`config.mk`:
```
export PLATFORM = sky130hd
export DESIGN_NAME = mpqm_ctrl
export DESIGN_NICKNAME = d
export VERILOG_FILES = /design/src/multi_pattern_qgram_matcher_assert.svh /design/src/mpqm_pkg.sv /design/src/mpqm_ctrl.sv
export SDC_FILE = /design/constraint.sdc
export NUM_CORES = 1
export LEC_CHECK = 0
export BUFFER_PORTS_ARGS = -buffer_cell sky130_fd_sc_hd__buf_2
export CAP_MARGIN = 10
export CORE_AREA = 4 4 45 47
export CTS_CLUSTER_SIZE = 12
export DETAILED_ROUTE_END_ITERATION = 16
export DIE_AREA = 0 0 49 51
export HOLD_SLACK_MARGIN = 0.15
export PLACE_DENSITY_LB_ADDON = 0.1
export SLEW_MARGIN = 20
export SYNTH_ARGS = -nofsm -noshare
export SYNTH_HDL_FRONTEND = slang
export SYNTH_SLANG_ARGS = --single-unit
```
`constraint.sdc`:
```
create_clock -name clk_i -period 1.9 [get_ports clk_i]
set_input_delay 0.285 -clock clk_i [delete_from_list [all_inputs] [get_ports clk_i]]
set_output_delay 0.285 -clock clk_i [all_outputs]
set_load 0.005 [all_outputs]
```
`src/multi_pattern_qgram_matcher_assert.svh`:
```
// Assertion macros for the multi-pattern q-gram matcher.
// Expects clk_i and rst_ni in the scope of each use.
`ifndef MULTI_PATTERN_QGRAM_MATCHER_ASSERT_SVH
`define MULTI_PATTERN_QGRAM_MATCHER_ASSERT_SVH

// Check a property outside reset
`define MPQM_ASSERT(lbl, prop, msg) \
  lbl: assert property (@(posedge clk_i) disable iff (!rst_ni) prop) \
    else $error(msg);

// Check a property at every edge, reset included
`define MPQM_ASSERT_ALWAYS(lbl, prop, msg) \
  lbl: assert property (@(posedge clk_i) prop) \
    else $error(msg);

`endif

```
`src/mpqm_pkg.sv`:
```
// Shared types, constants and hash functions of the q-gram matcher.
// No dependencies.
package mpqm_pkg;

  localparam int unsigned MAX_PATTERNS_DEF    = 256;
  localparam int unsigned GRAM_INDEX_BITS_DEF = 12;
  localparam int unsigned PATTERN_LEN         = 8;
  localparam int unsigned GRAM_LEN            = 3;
  localparam int unsigned GRAM_COUNT          = PATTERN_LEN - GRAM_LEN + 1;
  localparam int unsigned BITMAP_ROW_BITS     = 12;
  localparam int unsigned BITMAP_ROWS         = 1 << BITMAP_ROW_BITS;
  localparam int unsigned BITMAP_ROW_W        = 16;
  localparam int unsigned FILTER_TEST_BIT     = 5;
  localparam logic [7:0]  FILTER_ONES         = 8'hff;

  typedef enum logic [1:0] {
    REQ_CLEAR = 2'd0,
    REQ_ADD   = 2'd1,
    REQ_TEXT  = 2'd2
  } req_e;

  typedef enum logic [3:0] {
    ST_SWEEP,
    ST_IDLE,
    ST_ADD_BM,
    ST_ADD_BMW,
    ST_INS_RD,
    ST_INS_CMP,
    ST_GR_RD,
    ST_GR_WR,
    ST_TX_VEC,
    ST_VF_BM,
    ST_BS_RD,
    ST_BS_CMP,
    ST_SC_RD,
    ST_SC_CHK,
    ST_SC_CMP,
    ST_RESULT
  } state_e;

  typedef struct packed {
    logic capture;
    logic sweep_start;
    logic sweep_step;
    logic add_bm_rd;
    logic add_bm_wr;
    logic ins_rd;
    logic ins_shift;
    logic ins_place;
    logic gr_rd;
    logic gr_wr;
    logic add_done;
    logic vec_upd;
    logic vf_bm_rd;
    logic bs_rd;
    logic bs_upd;
    logic sc_init;
    logic sc_rd;
    logic sc_pat_rd;
    logic sc_next;
    logic set_hit;
    logic load_out;
  } cmd_t;

  typedef struct packed {
    logic [1:0] req;
    logic       sweep_last;
    logic       full;
    logic       pos_zero;
    logic       rd_hash_gt;
    logic       gi_last;
    logic       verify_go;
    logic       bm_bit;
    logic       lo_lt_hi;
    logic       k_lt_cnt;
    logic       rd_hash_eq;
    logic       pat_eq;
    logic       out_free;
  } sts_t;

  function automatic logic [31:0] word_hash(input logic [63:0] w);
    return w[63:32] ^ w[31:0];
  endfunction

  function automatic logic [15:0] fold16(input logic [31:0] h);
    return h[31:16] ^ h[15:0];
  endfunction

endpackage

```
`src/mpqm_ctrl.sv`:
```
// Controller state machine of the q-gram matcher: sequences clear, add and
// text items over the datapath. Depends on mpqm_pkg.
module mpqm_ctrl import mpqm_pkg::*; (
  input  logic clk_i,
  input  logic rst_ni,
  input  logic in_valid_i,
  output logic in_ready_o,
  input  sts_t sts_i,
  output cmd_t cmd_o
);

  state_e state_q, state_d;

  // State register; reset starts the clearing pass
  always_ff @(posedge clk_i or negedge rst_ni) begin
    if (!rst_ni) begin
      state_q <= ST_SWEEP;
    end else begin
      state_q <= state_d;
    end
  end

  // Next state and commands
  always_comb begin
    state_d    = state_q;
    cmd_o      = '0;
    in_ready_o = 1'b0;
    unique case (state_q)
      ST_SWEEP: begin
        cmd_o.sweep_step = 1'b1;
        if (sts_i.sweep_last) state_d = ST_IDLE;
      end
      ST_IDLE: begin
        in_ready_o = 1'b1;
        if (in_valid_i) begin
          cmd_o.capture = 1'b1;
          if (sts_i.req == REQ_CLEAR) begin
            cmd_o.sweep_start = 1'b1;
            state_d           = ST_SWEEP;
          end else if (sts_i.req == REQ_ADD) begin
            if (!sts_i.full) state_d = ST_ADD_BM;
          end else if (sts_i.req == REQ_TEXT) begin
            state_d = ST_TX_VEC;
          end
        end
      end
      ST_ADD_BM: begin
        cmd_o.add_bm_rd = 1'b1;
        state_d         = ST_ADD_BMW;
      end
      ST_ADD_BMW: begin
        cmd_o.add_bm_wr = 1'b1;
        state_d         = ST_INS_RD;
      end
      ST_INS_RD: begin
        if (sts_i.pos_zero) begin
          cmd_o.ins_place = 1'b1;
          state_d         = ST_GR_RD;
        end else begin
          cmd_o.ins_rd = 1'b1;
          state_d      = ST_INS_CMP;
        end
      end
      ST_INS_CMP: begin
        if (sts_i.rd_hash_gt) begin
          cmd_o.ins_shift = 1'b1;
          state_d         = ST_INS_RD;
        end else begin
          cmd_o.ins_place = 1'b1;
          state_d         = ST_GR_RD;
        end
      end
      ST_GR_RD: begin
        cmd_o.gr_rd = 1'b1;
        state_d     = ST_GR_WR;
      end
      ST_GR_WR: begin
        cmd_o.gr_wr = 1'b1;
        if (sts_i.gi_last) begin
          cmd_o.add_done = 1'b1;
          state_d        = ST_IDLE;
        end else begin
          state_d = ST_GR_RD;
        end
      end
      ST_TX_VEC: begin
        cmd_o.vec_upd = 1'b1;
        if (sts_i.verify_go) begin
          cmd_o.vf_bm_rd = 1'b1;
          state_d        = ST_VF_BM;
        end else if (sts_i.out_free) begin
          cmd_o.load_out = 1'b1;
          state_d        = ST_IDLE;
        end else begin
          state_d = ST_RESULT;
        end
      end
      ST_VF_BM: begin
        state_d = sts_i.bm_bit ? ST_BS_RD : ST_RESULT;
      end
      ST_BS_RD: begin
        if (sts_i.lo_lt_hi) begin
          cmd_o.bs_rd = 1'b1;
          state_d     = ST_BS_CMP;
        end else begin
          cmd_o.sc_init = 1'b1;
          state_d       = ST_SC_RD;
        end
      end
      ST_BS_CMP: begin
        cmd_o.bs_upd = 1'b1;
        state_d      = ST_BS_RD;
      end
      ST_SC_RD: begin
        if (sts_i.k_lt_cnt) begin
          cmd_o.sc_rd = 1'b1;
          state_d     = ST_SC_CHK;
        end else begin
          state_d = ST_RESULT;
        end
      end
      ST_SC_CHK: begin
        if (sts_i.rd_hash_eq) begin
          cmd_o.sc_pat_rd = 1'b1;
          state_d         = ST_SC_CMP;
        end else begin
          state_d = ST_RESULT;
        end
      end
      ST_SC_CMP: begin
        if (sts_i.pat_eq) begin
          cmd_o.set_hit = 1'b1;
          state_d       = ST_RESULT;
        end else begin
          cmd_o.sc_next = 1'b1;
          state_d       = ST_SC_RD;
        end
      end
      ST_RESULT: begin
        if (sts_i.out_free) begin
          cmd_o.load_out = 1'b1;
          state_d        = ST_IDLE;
        end
      end
      default: state_d = ST_IDLE;
    endcase
  end

endmodule

```
* After elaboration in Yosys (flattened, before gate mapping)
Index checks and enable logic that the tools add are counted.
Cells by class: equal/unequal tests 22, multiplexer cells 52, reduce and logical (&&, ||, !) cells 3
Operators with widths (count):
- $pmux W4 S16 | 1
- $mux W4 | 9
- $eq A4 B4 Y1 const B | 8
- $mux W1 | 28
- $mux W2 | 9
- $eq A4 B3 Y1 const B | 4
- $mux W3 | 3
- $eq A4 B2 Y1 const B | 2
- $ne A4 B4 Y1 const B | 2
- $ne A2 B2 Y1 const B | 3
- $reduce_and A5 Y1 | 1
- $eq A4 B1 Y1 const B | 1
- $logic_not A4 Y1 | 1
- $pmux W1 S2 | 2
- $eq A2 B1 Y1 const B | 1
- $eq A2 B2 Y1 const B | 1
- $logic_not A2 Y1 | 1
Word-level totals: bits in registers 4, input bits 17

* Depth between registers and ports, before layout
word-level depth 6, mapped depth 7

* Least setup slack after synthesis
No wires, ideal clock.
path kind flip-flop to output port, start point reg state_q[3], end point out cmd_o[19] (netlist name), arrival 1.264 ns, data required time 1.615 ns, path slack 0.351 ns, stages on the path, launching flop included 5, buffers on the path 1, cell sequence dfrtp_1 > clkbuf_8 > nor4b_4 > and2_1 > nor3b_1
RTL lines:
- from (decl) | RTL line mpqm_ctrl.sv:12 | state_e state_q, state_d;
- from (signal assigned) | RTL line mpqm_ctrl.sv:19 | state_q <= state_d;
- to (decl) | RTL line mpqm_ctrl.sv:9 | output cmd_t cmd_o

==> flow_results.org <==
** Outcome
- The run finished with clean final reports.

** Logic synthesis
- Ys async rst share :: 1.00
- Synthesis inferred 4 register bits.
- Mapped Area :: 607 um2
- The number of nets handed over by synthesis was 103.
- Top post-synthesis cells by count :: sky130_fd_sc_hd__nor2_1 (12), sky130_fd_sc_hd__nand2_1 (7), sky130_fd_sc_hd__nor3_1 (6)
- Yosys mapped a number of flops with a built-in enable equal to 0.
- Most used flip-flop cell after synthesis :: sky130_fd_sc_hd__dfrtp_1
- Of the synthesized area, sequential elements account for 0.165.
- Yosys mapped the design onto 34 distinct sky130hd cell types.
- Synthesized area divided by synthesized cell count :: 7.06 um2
- Leading cell type by number of instances after synthesis :: sky130_fd_sc_hd__nor2_1
- Number of cells produced by synthesis :: 86
- Of the post-synthesis cell area, the dominant cell type holds 0.165.
- Cell types with the largest area share after synthesis :: sky130_fd_sc_hd__dfrtp_1 (16%), sky130_fd_sc_hd__nor2_1 (7.4%), sky130_fd_sc_hd__nor3_1 (4.9%), sky130_fd_sc_hd__nand2_1 (4.3%), sky130_fd_sc_hd__o21ai_0 (4.1%)
- The synthesized design spends more area on one cell type than any other, namely sky130_fd_sc_hd__dfrtp_1.
- Yosys warning count :: 0

** STA
- Dividing the final minimum period by the clock period gives 0.960.
- Setup repair after global routing missed its margin :: yes
- Setup violations remaining at the end of the flow were counted as 0.
- Transition at the pin with the smallest max-transition slack :: 0.367 ns
- Adding up every negative setup slack in the final design gives 0 ns.
- Max-Slew Margin vs Limit :: 0.756
- Total count of max-transition violations in the final report :: 0
- On the final layout, the worst hold slack is 0.306 ns.
- Derived from the worst setup path, the maximum achievable clock frequency is 549 MHz.
- The worst path in the final design needs a cycle of 1.82 ns, including I/O delays and setup.
- For the final database, setup skew stands at 0.00902 ns.
- In the post-route analysis, the smallest setup slack over all paths is 0.0769 ns.
- Number of hold-slack violations in the final timing report :: 0

** CTS
- The cell sitting at the root of the clock tree is a sky130_fd_sc_hd__clkbuf_4.
- H-tree level count :: 1
- Buffer levels on the longest clock path :: 2
- Clock transition time at the flip-flop clock pins of the worst setup and hold paths :: 0.05 ns
- At the later pin of the worst-skew pair, clock insertion delay measures 0.24 ns.
- The number of clock buffers added by TritonCTS is 3.
- TritonCTS built the clock tree.
- Clock tree synthesis found a total of 4 sinks.

** Die
- After floorplanning, the core was sized to cover 1650 um2.
- Number of ports placed on the die boundary :: 39
- For this configuration, the core starts out at a cell density of 0.367.
- Placement row count :: 15
- The die is 49 um wide.
- Die boundary height :: 51 um
- Die area :: 2500 um2

** Global routing
- The number of antenna violations at the first check in global routing is 0.
- Global-route wire length before repair :: 3210 um
- GRT Overall Usage :: 0.160
- The number of global-route vias before repair is 735.
- Global routing finished with a remaining overflow of 0.
- Entering global routing, the biggest net connects 14 pins.

** Min path
- Hold Startpoint :: sts_i[11]
- Hold path cells :: 2
- Worst min-delay path category :: input port to flop
- The worst hold path terminates at state_q[0].

** Placed design
- Placer Congestion :: 0.787
- Cell Area, Placed :: 785 um2
- Once detailed placement completed, the half-perimeter wirelength came to 1510 um.
- During placement, the flow inserted port buffers numbering 38.
- Pre-CTS setup slack :: 0.190 ns

** Worst setup path
- The worst register-to-register path ends at state_q[3].
- Data arrives at the worst endpoint at 1.54 ns.
- The worst setup path is launched from a flop.
- Worst reg2reg path depth :: 5
- STA puts the critical path data required time at 1.62 ns.
- Register-to-register setup slack :: 0.24 ns
- Along the worst path, the maximum fanout reaches 9.
- The worst setup path is captured at an output pin.
- Worst Setup Path Type :: flop to output pin
- In this run the critical register-to-register path is launched from state_q[3].

** Drt
- Final WL :: 1970 um
- Across all layers, the routed design uses 783 vias.
- 1st-pass router iterations :: 4
- Post-DR vias/cell :: 5.40
- For this block, the initial DRC count from the detailed router was 23.
- Antenna viol nets, final :: 0
- Per-cell routed wire length :: 13.6 um
- For this run, design rule violations remaining after detail routing come to 0.

** Layout
- Compared with the post-synthesis result, the final layout area differs by 42.5%.
- After filler insertion, the fill cell instance count of the layout stands at 182.
- Nets :: 147
- For this run, the share of the core covered by cells in the final layout is 0.523.
- ANT cells :: 0
- The register with the most flip-flops in the layout has 4 of them.
- Fraction of final layout cells with drive strength greater than 1 :: 0.469
- The finished cells cover 865 um2.
- Top flop regs :: state_q: 4 flops
- Ranked by flip-flop count, first place goes to state_q.

** Power
- Leak pwr :: 0.000467 uW
- Total power divided by cell area :: 1420 nW/um2
- The worst-case IR drop observed on VDD is 0.000545 V.

** Job
- Max-cap violations in this run came to 0.
[worst max path at each step]
stage / from / endpoint / slack [ns] / cells after the start
after floorplan: state_q[3] / cmd_o[19] / 0.35 / 4
after global placement: state_q[1] / cmd_o[0] / 0.24 / 4
after detailed placement: state_q[3] / cmd_o[19] / 0.19 / 4
after CTS: state_q[3] / cmd_o[19] / 0.004 / 4
after global routing: state_q[1] / cmd_o[19] / -0.02 / 4
final: state_q[1] / cmd_o[8] / 0.08 / 5
[final cells by class]
cell class / instances / area (um2) / share of cell area
Multi-Input combinational cell: 71 / 448 / 0.518
Timing Repair Buffer: 46 / 253 / 0.292
Sequential cell: 4 / 105 / 0.122
Clock buffer: 3 / 22.5 / 0.0260
Tap cell: 17 / 21.3 / 0.0246
Inverter: 4 / 15.0 / 0.0174
[stage by stage]
step           power [uW]  cells
4_1_cts              1150    140
6_report             1230    145
5_1_grt              1360    145
3_5_place_dp         1020    136
2_1_floorplan         835     86
3_3_place_gp         1010    136
[layout by cell type, fill, tap and decap left out, drive strengths merged, types with 2 or more instances in the layout]
master	instances
nand2b	4
nor3	6
nor3b	2
buf	45
o21ai	5
and2	3
nor2b	2
and3	3
nand3b	2
a21oi	4
inv	4
or2	2
a22oi	2
nor2	12
o22ai	3
dfrtp	4
clkbuf	3
nand2	7
nand3	2
[per-layer routing]
| metal | vias up | part of all wire | GRT usage |
|---|---|---|---|
| li1 | 395 | - | - |
| met2 | 32 | 0.49 | 0.252 |
| met1 | 356 | 0.44 | 0.214 |
| met3 | 0 | 0.071 | 0.0292 |
| met5 | - | 0 | 0 |
| met4 | 0 | 0 | 0.0673 |
[logic make-up (layout without fill, tap and decap cells)]
family / Yosys count / in the layout / share of synthesized area
buffers and inverters: 11 / 53 / 0.105
multiplexers: 1 / 1 / 0.0165
AND/OR/NAND/NOR: 49 / 49 / 0.474
AO/OA/AOI/OAI: 21 / 21 / 0.239
flip-flops: 4 / 4 / 0.165
[repair_timing]
action	4_1_cts	5_1_grt
hold endpoints to repair	4	0
hold buffers	1	0
resized for setup	4	2
pin swaps	0	1
buffers inserted	0	5
setup endpoints to repair	2	2
[critical path: stages (launching register included)]
cell and delay (ns):
sky130_fd_sc_hd__dfrtp_2 0.44, sky130_fd_sc_hd__buf_4 0.18, sky130_fd_sc_hd__or2_2 0.34, sky130_fd_sc_hd__nor2_2 0.11, sky130_fd_sc_hd__and2_1 0.12, sky130_fd_sc_hd__buf_2 0.10
[power breakdown]
part           internal (uW)  total (uW)  switching [uW]
combinational            430         917             487
sequential               139         203            63.5
clock                   71.0         111            39.7
Power figures use the tool's default switching activity.
